$ cat src/hdl/led_mfs_pkg.sv
// ----------------------------------------------------------------------------
// led_mfs_pkg
// Shared types and constants of the LED matrix frame buffer serializer.
// ----------------------------------------------------------------------------
package led_mfs_pkg;

    // geometry
    localparam int MODULE_COUNT_DEF = 4;
    localparam int ROW_COUNT        = 8;
    localparam int ROW_BITS         = 3;

    // function codes
    localparam logic [2:0] FUNC_OVERLAY  = 3'd0;
    localparam logic [2:0] FUNC_DRAW     = 3'd1;
    localparam logic [2:0] FUNC_CLEAR    = 3'd2;
    localparam logic [2:0] FUNC_REGWRITE = 3'd3;
    localparam logic [2:0] FUNC_BRIGHT   = 3'd4;

    // module register that holds the intensity
    localparam logic [7:0] INTENSITY_REG = 8'h0a;

    // one input request
    typedef struct packed {
        logic [2:0]  func;
        logic [63:0] glyph_rows;
        logic [4:0]  bit_offset;
        logic [3:0]  reg_address;
        logic [7:0]  reg_value;
        logic [9:0]  level_sample;
    } t_in_item;

    // one shift word
    typedef struct packed {
        logic [15:0] shift_word;
        logic        latch_after;
        logic        last;
    } t_out_item;

endpackage

$ cat src/hdl/led_matrix_framebuffer_serializer_unit.sv
// ----------------------------------------------------------------------------
// led_matrix_framebuffer_serializer_unit
// Frame store with glyph overlay and shift-word serializer for cascaded
// LED matrix modules.
// ----------------------------------------------------------------------------
// Usage:
//   Input requests arrive on i_valid / i_data and are taken when o_stall is
//   low. Shift words leave on o_valid / o_data and are taken when i_stall is
//   low; a stalled word holds until taken.
//   The frame store sits in one synchronous RAM, one byte per row and module,
//   with a per-entry valid flag so that reset and clear take effect at once
//   (no clearing sweep).
//   One request is worked on at a time. A draw reads the RAM at one entry per
//   cycle while the queue has room and emits ROW_COUNT * MODULE_COUNT words; a
//   clear emits 8 * MODULE_COUNT words, a register write or brightness request
//   MODULE_COUNT words, one per cycle while the queue has room. An overlay
//   runs a read-modify-write over 2 * ROW_COUNT entries, one per cycle, and
//   emits nothing. Each word is registered after the RAM read and then in a
//   two-entry output queue; a stalled receiver pauses word generation through
//   the queue. The next request is accepted as soon as the previous one has
//   issued its last RAM access or word, while older words may still wait.
//   Reset empties the frame store, the queue and the sequencer.
// ----------------------------------------------------------------------------
module led_matrix_framebuffer_serializer_unit
    import led_mfs_pkg::*;
#(
    parameter int MODULE_COUNT = MODULE_COUNT_DEF
) (
    input  logic      i_clk,
    input  logic      i_rst_n,
    input  logic      i_valid,
    input  t_in_item  i_data,
    output logic      o_stall,
    output logic      o_valid,
    output t_out_item o_data,
    input  logic      i_stall
);

    localparam int MW    = (MODULE_COUNT > 1) ? $clog2(MODULE_COUNT) : 1;
    localparam int AW    = ROW_BITS + MW;
    localparam int DEPTH = ROW_COUNT << MW;
    localparam logic [MW-1:0] LAST_MOD = MW'(MODULE_COUNT - 1);
    localparam logic [ROW_BITS-1:0] LAST_ROW = ROW_BITS'(ROW_COUNT - 1);

    typedef enum logic [1:0] {
        K_OVERLAY,
        K_DRAW,
        K_CLEAR,
        K_BCAST
    } t_kind;

    function automatic logic [7:0] rev8(input logic [7:0] v);
        logic [7:0] r;
        for (int b = 0; b < 8; b++) begin
            r[7-b] = v[b];
        end
        return r;
    endfunction

    // sequencer state
    logic                r_busy;
    t_kind               r_kind;
    logic [ROW_BITS-1:0] r_row;
    logic [MW-1:0]       r_mod;
    logic                r_sub;
    logic [63:0]         r_glyph;
    logic [1:0]          r_sector;
    logic [2:0]          r_shift;
    logic [7:0]          r_baddr;
    logic [7:0]          r_bdata;

    // stage after the ram read
    logic          r_p_valid;
    logic          r_p_ovl;
    logic          r_p_mem;
    logic          r_p_we;
    logic [AW-1:0] r_p_addr;
    logic [7:0]    r_p_part;
    logic [7:0]    r_p_waddr;
    logic [7:0]    r_p_data;
    logic          r_p_latch;
    logic          r_p_last;

    // frame store
    logic [7:0]    r_mem [DEPTH];
    logic          r_vld [DEPTH];
    logic [7:0]    r_rd_data;
    logic          r_rd_vld;

    // output queue
    t_out_item     r_q [2];
    logic          r_wp;
    logic          r_rp;
    logic [1:0]    r_cnt;

    logic          in_acc;
    logic          pop;
    logic [1:0]    occ;
    logic          credit;
    logic          step;
    logic          step_last;
    logic [7:0]    glyph_byte;
    logic [15:0]   spread;
    logic [3:0]    ovl_module;
    logic          ovl_we;
    logic [AW-1:0] ovl_addr;
    logic [AW-1:0] draw_addr;
    logic [AW-1:0] rd_addr;
    logic          rd_en;
    logic [7:0]    word_addr;
    logic [7:0]    word_data;
    logic [7:0]    rd_eff;
    logic          wr_en;
    logic [7:0]    wr_data;
    logic          push;
    t_out_item     push_item;

    // handshakes
    assign in_acc  = i_valid && !r_busy;
    assign o_stall = r_busy;
    assign o_valid = (r_cnt != 2'd0);
    assign o_data  = r_q[r_rp];
    assign pop     = o_valid && !i_stall;

    // words issued but not yet taken must fit in the queue
    assign occ    = r_cnt + 2'(r_p_valid && !r_p_ovl);
    assign credit = (occ < 2'd2) || pop;
    assign step   = r_busy && ((r_kind == K_OVERLAY) || credit);

    always_comb begin
        unique case (r_kind)
            K_OVERLAY: step_last = (r_row == LAST_ROW) && r_sub;
            K_DRAW:    step_last = (r_row == LAST_ROW) && (r_mod == LAST_MOD);
            K_CLEAR:   step_last = (r_row == LAST_ROW) && (r_mod == LAST_MOD);
            default:   step_last = (r_mod == LAST_MOD);
        endcase
    end

    // overlay: glyph byte split over the sector module and the next one
    assign glyph_byte = r_glyph[8*r_row +: 8];
    assign spread     = 16'(glyph_byte) << r_shift;
    assign ovl_module = 4'(r_sector) + 4'(r_sub);
    assign ovl_we     = (ovl_module < 4'(MODULE_COUNT)) && !(r_sub && (r_shift == 3'd0));
    assign ovl_addr   = {r_row, ovl_module[MW-1:0]};

    // draw walks modules from the far end of the chain
    assign draw_addr = {r_row, LAST_MOD - r_mod};
    assign rd_addr   = (r_kind == K_OVERLAY) ? ovl_addr : draw_addr;
    assign rd_en     = step && ((r_kind == K_OVERLAY) || (r_kind == K_DRAW));

    // address and data byte of the word being issued
    always_comb begin
        unique case (r_kind)
            K_DRAW: begin
                word_addr = 8'(4'd8 - {1'b0, r_row});
                word_data = 8'd0;
            end
            K_CLEAR: begin
                word_addr = 8'(r_row) + 8'd1;
                word_data = 8'd0;
            end
            default: begin
                word_addr = r_baddr;
                word_data = r_bdata;
            end
        endcase
    end

    // sequencer
    always_ff @(posedge i_clk) begin
        if (!i_rst_n) begin
            r_busy    <= 1'b0;
            r_kind    <= K_OVERLAY;
            r_row     <= '0;
            r_mod     <= '0;
            r_sub     <= 1'b0;
            r_p_valid <= 1'b0;
        end else begin
            r_p_valid <= step;
            if (in_acc) begin
                r_row    <= '0;
                r_mod    <= '0;
                r_sub    <= 1'b0;
                r_glyph  <= i_data.glyph_rows;
                r_sector <= i_data.bit_offset[4:3];
                r_shift  <= i_data.bit_offset[2:0];
                unique case (i_data.func)
                    FUNC_OVERLAY: begin
                        r_busy <= 1'b1;
                        r_kind <= K_OVERLAY;
                    end
                    FUNC_DRAW: begin
                        r_busy <= 1'b1;
                        r_kind <= K_DRAW;
                    end
                    FUNC_CLEAR: begin
                        r_busy <= 1'b1;
                        r_kind <= K_CLEAR;
                    end
                    FUNC_REGWRITE: begin
                        r_busy  <= 1'b1;
                        r_kind  <= K_BCAST;
                        r_baddr <= {4'd0, i_data.reg_address};
                        r_bdata <= i_data.reg_value;
                    end
                    FUNC_BRIGHT: begin
                        r_busy  <= 1'b1;
                        r_kind  <= K_BCAST;
                        r_baddr <= INTENSITY_REG;
                        r_bdata <= 8'(i_data.level_sample[9:6]);
                    end
                    default: begin
                        r_busy <= 1'b0;
                    end
                endcase
            end else if (step) begin
                if (r_kind == K_OVERLAY) begin
                    r_sub <= !r_sub;
                    if (r_sub) begin
                        r_row <= r_row + 1'b1;
                    end
                end else if (r_mod == LAST_MOD) begin
                    r_mod <= '0;
                    r_row <= r_row + 1'b1;
                end else begin
                    r_mod <= r_mod + 1'b1;
                end
                if (step_last) begin
                    r_busy <= 1'b0;
                end
            end
        end
    end

    // stage payload
    always_ff @(posedge i_clk) begin
        if (step) begin
            r_p_ovl   <= (r_kind == K_OVERLAY);
            r_p_mem   <= (r_kind == K_DRAW);
            r_p_we    <= ovl_we;
            r_p_addr  <= ovl_addr;
            r_p_part  <= r_sub ? spread[15:8] : spread[7:0];
            r_p_waddr <= word_addr;
            r_p_data  <= word_data;
            r_p_latch <= (r_mod == LAST_MOD);
            r_p_last  <= step_last;
        end
    end

    // read-modify-write of the frame store
    assign rd_eff  = r_rd_vld ? r_rd_data : 8'd0;
    assign wr_en   = r_p_valid && r_p_ovl && r_p_we;
    assign wr_data = rd_eff | r_p_part;

    always_ff @(posedge i_clk) begin
        if (rd_en) begin
            r_rd_data <= r_mem[rd_addr];
        end
        if (wr_en) begin
            r_mem[r_p_addr] <= wr_data;
        end
    end

    // entry valid flags, cleared by reset and by a clear request
    always_ff @(posedge i_clk) begin
        if (!i_rst_n) begin
            for (int e = 0; e < DEPTH; e++) begin
                r_vld[e] <= 1'b0;
            end
            r_rd_vld <= 1'b0;
        end else begin
            if (rd_en) begin
                r_rd_vld <= r_vld[rd_addr];
            end
            if (wr_en) begin
                r_vld[r_p_addr] <= 1'b1;
            end
            if (in_acc && (i_data.func == FUNC_CLEAR)) begin
                for (int e = 0; e < DEPTH; e++) begin
                    r_vld[e] <= 1'b0;
                end
            end
        end
    end

    // output queue
    assign push = r_p_valid && !r_p_ovl;
    always_comb begin
        push_item.shift_word  = {r_p_waddr, r_p_mem ? rev8(rd_eff) : r_p_data};
        push_item.latch_after = r_p_latch;
        push_item.last        = r_p_last;
    end

    always_ff @(posedge i_clk) begin
        if (!i_rst_n) begin
            r_wp  <= 1'b0;
            r_rp  <= 1'b0;
            r_cnt <= 2'd0;
        end else begin
            if (push) begin
                r_q[r_wp] <= push_item;
                r_wp      <= !r_wp;
            end
            if (pop) begin
                r_rp <= !r_rp;
            end
            r_cnt <= r_cnt + 2'(push) - 2'(pop);
        end
    end

endmodule
$ cat config.mk
export PLATFORM = sky130hd
export DESIGN_NAME = led_matrix_framebuffer_serializer_unit
export DESIGN_NICKNAME = d
export VERILOG_FILES = /design/src/hdl/led_mfs_pkg.sv /design/src/hdl/led_matrix_framebuffer_serializer_unit.sv
export SDC_FILE = /design/constraint.sdc
export NUM_CORES = 1
export LEC_CHECK = 0
export ABC_AREA = 1
export BUFFER_PORTS_ARGS = -buffer_cell sky130_fd_sc_hd__buf_2
export CORE_MARGIN = 3
export CORE_UTILIZATION = 50
export CTS_CLUSTER_SIZE = 8
export DETAILED_ROUTE_END_ITERATION = 12
export PLACE_DENSITY = 0.68
export SYNTH_ARGS = -nofsm -noshare
export SYNTH_HDL_FRONTEND = slang
export SYNTH_SLANG_ARGS = --single-unit
$ cat constraint.sdc
create_clock -name i_clk -period 5.6 [get_ports i_clk]
set_input_delay 0.56 -clock i_clk [delete_from_list [all_inputs] [get_ports i_clk]]
set_output_delay 0.56 -clock i_clk [all_outputs]
set_load 0.005 [all_outputs]
# == Yosys cells after proc, flatten, opt, wreduce, memory -nomap -nowiden ==
# Memory sizes are Yosys's and may differ from the RTL's. A register that Yosys moved wholly into a read port is not among the register bits.
# Index checks and enable logic that the tools add are counted.
# classes
n_reduce_logical,44
n_addsub,8
order_cmp,2
muxes,65
n_eq_ne,41
shift,2
n_bitwise,131
# ops
cell,count
$eq A5 B5 Y1 const B,32
$and A1 B1 Y1,64
$shiftx A64 B7 Y8,1
$mux W1,51
$pmux W8 S2,3
$not A1 Y1,34
$or A1 B1 Y1,32
$mux W8,3
$shl A8 B3 Y16,1
$logic_and A1 B1 Y1,12
$reduce_and A2 Y1,5
$reduce_bool A2 Y1,5
$mux W3,3
$logic_not A1 Y1,8
$or A8 B8 Y8,1
$pmux W2 S4,1
$eq A3 B2 Y1 const B,2
$eq A3 B3 Y1 const B,2
$logic_not A3 Y1,2
$reduce_and A3 Y1,2
$reduce_or A2 Y1,3
$mux W5,1
$reduce_or A5 Y1,1
$sub A4 B3 Y5 const A,1
other kinds (19),23
# totals
output_inout_bits,20
mem_count,3
regBits,133
mem_bits_rw,324
# mem_list
memory,words,width,rd,rd_clocked_by_memory_dff,write_ports,line,text
r_mem,32,8,1,1,1,led_matrix_framebuffer_serializer_unit.sv:85,logic [7:0] r_mem [DEPTH];
r_q,2,18,1,1,1,led_matrix_framebuffer_serializer_unit.sv:91,t_out_item r_q [2];
r_vld,32,1,1,1,32,led_matrix_framebuffer_serializer_unit.sv:86,logic r_vld [DEPTH];

# == Logic depth before layout (Yosys ltp) ==
# Gate-level depths: netlist of the first run.
# depth
depth_word,42
ltp_mapped,16
depth_no_buf,14

# == Worst setup path before layout of the first run ==
# Ideal clock, no wire load.
# synth_path
path_kind,input-to-reg
start,in i_rst_n
end,"reg r_glyph[0], enable pin"
setup_ps,497
path_slack_ps,1123
path_buffers,1
arrival_ps,3980
stages,3
required_ps,5103
cell_sequence,clkbuf_1 -> clkinv_1 -> nor2_1
# synth_via
elab_chain_len,1
# synth_rtl
item,line,text
start: declaration,led_matrix_framebuffer_serializer_unit.sv:30,"input logic i_rst_n,"
$reduce_and A2 Y1 (no source line),-,
end signal: assignment,led_matrix_framebuffer_serializer_unit.sv:184,r_glyph <= i_data.glyph_rows;
end: declaration,led_matrix_framebuffer_serializer_unit.sv:66,logic [63:0] r_glyph;
# Every way passes these cells.
# A chain may end at the register's enable or synchronous reset.

# == Worst setup path after layout of the first run ==
# layout_path
start,reg r_kind[0]
end,"reg r_rd_data[1] (read register of r_mem), data pin"
# layout_via
elab_chain_len,4
elab_cells_between_ends,7
classes_between,eq/ne (1); mux (1); reduce/logical (5)
# layout_rtl
item,line,text
start: declaration,led_matrix_framebuffer_serializer_unit.sv:62,t_kind r_kind;
start signal: assignment,led_matrix_framebuffer_serializer_unit.sv:173,r_kind <= K_OVERLAY;
start signal: assignment,led_matrix_framebuffer_serializer_unit.sv:190,r_kind <= K_OVERLAY;
start signal: assignment,led_matrix_framebuffer_serializer_unit.sv:194,r_kind <= K_DRAW;
$logic_not A2 Y1,"led_matrix_framebuffer_serializer_unit.sv:128, led_matrix_framebuffer_serializer_unit.sv:148, led_matrix_framebuffer_serializer_unit.sv:149",
$logic_or A1 B1 Y1,led_matrix_framebuffer_serializer_unit.sv:128,assign step = r_busy && ((r_kind == K_OVERLAY) || credit);
$logic_and A1 B1 Y1,led_matrix_framebuffer_serializer_unit.sv:128,
$logic_and A1 B1 Y1,led_matrix_framebuffer_serializer_unit.sv:149,assign rd_en = step && ((r_kind == K_OVERLAY) || (r_kind == K_DRAW));
end: declaration,led_matrix_framebuffer_serializer_unit.sv:87,logic [7:0] r_rd_data;
# Several ways; a longest one is shown, not always the timed one.

==> results of run 1 <==
==> cells by family after synthesis <==
logic type,Yosys count,share of synthesized area [%]
XOR/XNOR,3,0.1411
AO/OA/AOI/OAI,244,7.553
other,1,0.02014
flip-flops,451,70.15
adder cells (fa/ha/maj),12,0.8063
buffers and inverters,196,4.939
multiplexers,14,0.8467
AND/OR/NAND/NOR,689,15.54
==> state kept, by name, indices dropped and copies added, names as in the netlist, 5 cells and up, named ones only <==
name       count
r_mem        256
r_p_data       8
r_q           28
r_glyph       64
r_bdata        8
r_p_addr       5
r_vld         32
r_p_part       8
r_rd_data      8
==> final cells by class <==
| class | count | area, um^2 |
|---|---|---|
| fillers | 2933 | 15390 |
| flip-flops and latches | 451 | 13060 |
| multi-input cells | 966 | 4678 |
| clock buffers | 93 | 1817 |
| repair buffers | 128 | 705.7 |
| well taps | 468 | 585.6 |
| inverters | 114 | 432.9 |
| clock inverters | 3 | 25.02 |
==> cell usage after synthesis (all sizes together), types with 4 or more instances <==
master / count
clkinv: 4
dfxtp: 48
nand3: 150
buf: 61
o21ai: 121
ha: 12
a21oi: 41
o211ai: 10
nor3: 9
nand2: 275
nor2: 235
o22ai: 60
edfxtp: 403
clkbuf: 21
inv: 110
a22oi: 4
nand4: 14
mux2: 14
==> per-stage QoR <==
stage          total power, mW  instances  hold WS (ps)
3_5_place_dp             4.699       2127         429.6
6_report                 8.173       2223         171.8
4_1_cts                  8.230       2223         152.2
2_1_floorplan            4.450       1613         421.5
3_3_place_gp             4.677       2127         425.3
5_1_grt                  8.495       2223         150.3
==> worst max path at each step <==
stage | end | slack [ps] | cells after the start
after floorplan | r_glyph[0] | 1120 | 3
final | r_rd_data[1] | 2270 | 11
after global routing | r_rd_data[1] | 1980 | 11
after global placement | r_rd_data[1] | 2310 | 11
after CTS | r_rd_data[1] | 2220 | 11
after detailed placement | r_rd_data[1] | 2240 | 11
==> cells in the final DEF (no fill, tap or decap), types with 20 or more instances in the layout <==
cell type	synthesis	final
sky130_fd_sc_hd__nand3_1	150	150
sky130_fd_sc_hd__buf_2	35	107
sky130_fd_sc_hd__a21oi_1	41	41
sky130_fd_sc_hd__clkbuf_1	21	24
sky130_fd_sc_hd__o21ai_1	36	36
sky130_fd_sc_hd__buf_4	12	20
sky130_fd_sc_hd__nor2_1	233	232
sky130_fd_sc_hd__nand2_1	269	269
sky130_fd_sc_hd__o22ai_1	60	60
sky130_fd_sc_hd__o21ai_0	84	84
sky130_fd_sc_hd__dfxtp_1	48	48
sky130_fd_sc_hd__inv_1	105	105
sky130_fd_sc_hd__edfxtp_1	403	403
sky130_fd_sc_hd__clkbuf_16	0	69
==> power groups by stage <==
stage          Clock, mW  Sequential (mW)  Combinational (mW)
6_report            3.53             3.83               0.816
5_1_grt             3.76             3.83               0.905
4_1_cts             3.59             3.83               0.816
3_5_place_dp           0             3.89               0.809
3_3_place_gp           0             3.89               0.789
2_1_floorplan          0             3.87               0.584
==> metal layers <==
| layer | wire length (um) | share of wire [%] |
|---|---|---|
| met1 | 18000 | 42 |
| met2 | 20580 | 48 |
| met3 | 3139 | 7.3 |
| met4 | 1473 | 3.4 |
| met5 | 15 | 0.035 |
==> flow_metrics.py, run 1 <==
metrics = {
    "routing": {
        "drt_wl_total_mm": 43.21,
        "vias": 12477,
        "drt_first_pass_iters": 5,
        "wire_length_per_cell_um": 19.44,
        "detail_route.vias_per_cell": 5.613,
        "drtAntennaViolNets": 0,
        "detailedRoute.firstIterationViolations": 1284,
        "route.detailed.drc": 0,
    },
    "setup_path": {
        "critical-path-max-stage-delay_ps": 610,
        "timing.critical_path.slowest_stage_cell": "sky130_fd_sc_hd__nand2_4",
        "cp_top_family": "simple AND/OR/NAND/NOR gates",
        "critical_path_class": "reg -> reg",
        "cp.arrival_ps": 3710,
        "critical_path.n_buffers_inverters": 2,
        "cp-startpoint": "r_kind[0]",
        "path_cells": "inv_1 > ha_1 > nand2_1 > nand2_4 > buf_4 > o21ai_0 > o22ai_1 > nand2_1 > nand3_1 > nor2_1 > nor2_1",
        "worstSetupStartpointType": "flop",
        "timing.rr.end": "r_rd_data[1]",
        "path_max_fanout": 73,
        "cp_data_required_time_ps": 5980,
        "timing.reg2reg.setup_slack_ps": 2270,
        "timing.critical_path.to_type": "flop",
        "r2r-start": "r_kind[0]",
        "r2r.worst_path.cells": 11,
    },
    "cells_and_area": {
        "num_antenna_cells": 0,
        "syn_to_final_growth_pct": 14.43,
        "final_nets": 1837,
        "final_standard_cell_area_without_fillers_mm2": 0.02131,
        "finish.utilization_pct": 58.06,
        "final_layout_size_suffix_gt1_share_pct": 14.07,
    },
    "placed_design": {
        "placement.io_buffers": 107,
        "placedInstanceArea_mm2": 0.01946,
        "gp_congestion": 0.9033,
        "dp_hpwl_mm": 26.19,
        "setup_slack_after_placement_ps": 2238,
    },
    "cts": {
        "cts_max_path_buffers": 3,
        "postCtsHoldBufs": 0,
        "tritoncts.num_buffers": 66,
        "cts_root_buffer": "sky130_fd_sc_hd__clkbuf_16",
        "clock-sinks": 451,
        "htree_num_levels": 3,
        "clkLatencyLatePin_ps": 560,
        "clk_transition_reported_paths_ps": 50,
        "post_cts_buffers": 0,
        "cts_tree": "yes",
        "cts_repair_resize_count": 0,
    },
    "timing": {
        "slew_viol_final": 0,
        "min_setup_slack_post_route_ps": 2272,
        "finalSetupTns_ps": 0,
        "max-slew-margin-rel_pct": 14.81,
        "maxClockFrequency_mhz": 300.4,
        "final_period_minus_worst_setup_slack_ps": 3328,
        "setup_viol": 0,
        "layout_worst_path_cycle_share_pct": 59.43,
        "grt_setup_unrepaired": "no",
        "timing_hold_violations_final": 0,
        "finClkSkew_ps": 25.63,
        "tightest_slew_ps": 1267,
    },
    "hold_path": {
        "hold_class": "in -> reg",
        "hold_path.startpoint": "i_data[79]",
        "endpoint_worst_hold": "r_glyph[52]",
        "min_path_cells": 1,
    },
    "global_route": {
        "number_of_antenna_violations_at_the_first_check_in_global_routing": 2,
        "met2_usage_pct": 35.43,
        "grt_pass1_vias": 12172,
        "grt_use_met1_pct": 29.89,
        "grt_pass1_wl_mm": 66.54,
        "global_route.peak_usage_layer": "met2",
        "maximum_number_of_pins_on_one_net_before_global_route_repair": 79,
        "grt_usage_pct": 22.02,
        "grt-ovfl-total": 0,
        "globalRouteMet3Util_pct": 4.370,
    },
    "floorplanning": {
        "rows": 70,
        "num_io_pins": 118,
        "dieArea_mm2": 0.03959,
        "die_width_um": 199.0,
        "core_area_mm2": 0.03670,
        "floorplan.initialDensity_pct": 50.74,
        "die_h_um": 199.0,
    },
    "logic_synthesis": {
        "warnings_synthesis": 0,
        "syn-cell-area_mm2": 0.01862,
        "synth-edff-count": 403,
        "synth_top_area_cell": "sky130_fd_sc_hd__edfxtp_1",
        "synth_async_sr_flop_share_pct": 0,
        "synth_sequential_area_ratio_pct": 70.15,
        "postSynthCellCount": 1610,
        "syn-mean-instance-area_um2": 11.57,
        "yosys_most_used_dff": "sky130_fd_sc_hd__edfxtp_1",
        "synth.top_cell.area_share_pct": 64.99,
        "synth-seq-cells": 451,
        "top_cells_by_area_synth": "sky130_fd_sc_hd__edfxtp_1 (65%), sky130_fd_sc_hd__nand2_1 (5.4%), sky130_fd_sc_hd__dfxtp_1 (5.2%)",
        "ys_types": 39,
    },
    "power_and_ir_drop": {
        "power.switching_fraction_pct": 23.52,
        "power-per-cell-area_mw_per_mm2": 383.6,
        "power_frac_clock_pct": 43.2,
        "leakage_nw": 7.754,
        "pwr-share-seq_pct": 46.8,
        "ir_worst_vdd_mv": 0.3341,
        "net-switching-power_mw": 1.922,
        "share_comb_of_total_power_pct": 10.0,
        "internal_power_contribution_mw": 6.251,
    },
    "job": {
        "drv_cap": 0,
    },
    "outcome": {
        "status": "finished clean",
    },
}
(Power assumes the default switching activity.)
==> inputs of run 2 (changes only) <==
--- a/config.mk
+++ b/config.mk
@@ -11,7 +11,7 @@
 export CORE_UTILIZATION = 50
 export CTS_CLUSTER_SIZE = 8
 export DETAILED_ROUTE_END_ITERATION = 12
-export PLACE_DENSITY = 0.68
+export PLACE_DENSITY = 0.7
 export SYNTH_ARGS = -nofsm -noshare
 export SYNTH_HDL_FRONTEND = slang
 export SYNTH_SLANG_ARGS = --single-unit
==> constraint.sdc (replaced) <==
create_clock -name i_clk -period 3.02 [get_ports i_clk]
set_input_delay 0.302 -clock i_clk [delete_from_list [all_inputs] [get_ports i_clk]]
set_output_delay 0.302 -clock i_clk [all_outputs]
set_load 0.005 [all_outputs]
==> flow_metrics.py, run 2 (synthesis gave the netlist of run 1 again) <==
metrics = {
    "timing": {
        "min_setup_slack_post_route_ps": 212.4,
        "finalSetupTns_ps": 0,
        "final_period_minus_worst_setup_slack_ps": 2808,
        "finClkSkew_ps": 21.69,
        "grt_setup_unrepaired": "no",
        "layout_worst_path_cycle_share_pct": 92.97,
        "fin_worst_hold_slack_ps": 19.43,
        "max-slew-margin-rel_pct": 40.95,
        "tightest_slew_ps": 884.8,
        "timing_hold_violations_final": 0,
        "maxClockFrequency_mhz": 356.2,
        "setup_viol": 0,
        "slew_viol_final": 0,
    },
    "cells_and_area": {
        "register_area_mm2": 0.01306,
        "final_nets": 1942,
        "final_standard_cell_area_without_fillers_mm2": 0.02236,
        "num_antenna_cells": 0,
        "syn_to_final_growth_pct": 20.06,
        "fillers": 2717,
        "final_cell_count_no_fill": 2332,
        "largest_reg_flops": 256,
        "mostFrequentLayoutCells": "sky130_fd_sc_hd__edfxtp_1 (403), sky130_fd_sc_hd__nand2_1 (269), sky130_fd_sc_hd__nor2_1 (232), sky130_fd_sc_hd__nand3_1 (150), sky130_fd_sc_hd__buf_2 (107)",
        "final_layout_size_suffix_gt1_share_pct": 14.97,
        "multi_input_area_mm2": 0.004668,
        "finish.utilization_pct": 60.92,
        "mostFrequentLayoutCell": "sky130_fd_sc_hd__edfxtp_1",
        "max_flop_register": "r_mem",
        "largestRegisters": "r_mem: 256 flops, r_glyph: 64 flops, r_vld: 32 flops",
    },
    "setup_path": {
        "critical-path-max-stage-delay_ps": 530,
        "path_max_fanout": 20,
        "timing.critical_path.slowest_stage_cell": "sky130_fd_sc_hd__ha_1",
        "path_depth": 12,
        "path_cells": "inv_1 > ha_1 > inv_4 > nand2_8 > nand2_4 > buf_4 > o21ai_0 > o22ai_1 > nand2_1 > nand3_1 > nor2_1 > nor2_1",
        "timing.critical_path.to_type": "flop",
        "critical_path.n_buffers_inverters": 3,
        "cp_data_required_time_ps": 3300,
        "cp_top_family": "simple AND/OR/NAND/NOR gates",
        "critical_path_class": "reg -> reg",
        "worstSetupStartpointType": "flop",
        "r2r.worst_path.cells": 12,
        "worst_path_most_repeated_cell": "sky130_fd_sc_hd__nor2_1",
        "cp.arrival_ps": 3090,
    },
    "global_route": {
        "grt_usage_pct": 22.97,
        "grt-ovfl-total": 0,
        "grt_pass1_vias": 12781,
        "maximum_number_of_pins_on_one_net_before_global_route_repair": 77,
        "number_of_antenna_violations_at_the_first_check_in_global_routing": 1,
        "grt_pass1_wl_mm": 70.28,
    },
    "routing": {
        "wire_length_per_cell_um": 19.56,
        "detailedRoute.firstIterationViolations": 1367,
        "drt_first_pass_iters": 6,
        "route.detailed.drc": 0,
        "drtAntennaViolNets": 0,
        "vias": 13119,
        "detail_route.vias_per_cell": 5.626,
        "drt_wl_total_mm": 45.62,
    },
    "placed_design": {
        "setup_slack_after_placement_ps": 284.8,
        "placement.io_buffers": 107,
        "dpl.cell_count": 2162,
        "gp_congestion": 0.9415,
        "placedInstanceArea_mm2": 0.01982,
        "dp_hpwl_mm": 27.66,
    },
    "power_and_ir_drop": {
        "finalPower_mw": 15.34,
        "leakage_nw": 8.254,
        "ir_worst_vdd_mv": 0.4552,
        "power-per-cell-area_mw_per_mm2": 686.3,
    },
    "cts": {
        "cts_root_buffer": "sky130_fd_sc_hd__clkbuf_16",
        "clkLatencyLatePin_ps": 550,
        "post_cts_buffers": 0,
        "tritoncts.num_buffers": 66,
        "clock-sinks": 451,
        "clk_transition_reported_paths_ps": 50,
        "htree_num_levels": 3,
        "cts_max_path_buffers": 3,
        "cts_tree": "yes",
    },
    "floorplanning": {
        "die_h_um": 199.0,
        "num_io_pins": 118,
        "rows": 70,
        "floorplan.initialDensity_pct": 50.74,
        "dieArea_mm2": 0.03959,
        "die_width_um": 199.0,
        "core_area_mm2": 0.03670,
    },
    "outcome": {
        "status": "finished clean",
    },
    "hold_path": {
        "hold_class": "in -> reg",
        "min_path_cells": 2,
    },
    "job": {
        "drv_cap": 0,
    },
}
==> run 2: cell types whose count changed in the layout (fill, tap and decap cells not counted), moves of 2 or more <==
cell | before | now
sky130_fd_sc_hd__dlygate4sd3_1 | 0 | 70
sky130_fd_sc_hd__buf_4 | 20 | 47
sky130_fd_sc_hd__buf_12 | 1 | 9
sky130_fd_sc_hd__clkbuf_1 | 24 | 29
sky130_fd_sc_hd__nor3_1 | 6 | 8
sky130_fd_sc_hd__nor3_2 | 3 | 1
==> run 2: area by class of cell <==
| class | count | area share (%) |
|---|---|---|
| timing repair buffer | 233 | 7.914 |
| inverter | 114 | 1.937 |
| clock buffer | 97 | 8.099 |
| sequential | 451 | 58.43 |
| tap | 468 | 2.619 |
| clock inverter | 3 | 0.1175 |
| multi-input combinational | 966 | 20.88 |
==> run 2: routing by layer <==
layer	global-route usage, %	part of all wire, %	vias to the layer above	wire length (um)
li1	-	-	6091	-
met1	31.78	42	6347	19180
met2	37.36	48	587	22100
met3	3.845	6.9	92	3156
met4	7.730	2.6	2	1179
met5	0	0.020	-	9
==> run 2: power by group <==
| group | leakage (nW) | internal (mW) | switching (mW) |
|---|---|---|---|
| registers | 4.05 | 7.01 | 0.0919 |
| logic | 3.32 | 0.610 | 1.07 |
| clock network | 0.886 | 4.09 | 2.48 |
==> run 2: repair_timing <==
| action | in CTS | in global routing |
|---|---|---|
| endpoints found under the setup margin | 0 | 0 |
| hold buffers | 70 | 0 |
| resized for setup | 0 | 0 |
| hold endpoints to repair | 70 | 0 |
==> run 2: final timing paths <==
| check | slack [ps] | end | from |
|---|---|---|---|
| max reg2reg | 210 | r_rd_data[6] | r_kind[0] |
| max | 210 | r_rd_data[6] | r_kind[0] |
| min reg2reg | 450 | r_q[0][13] | r_p_waddr[3] |
| min | 20 | r_baddr[1] | i_data[19] |
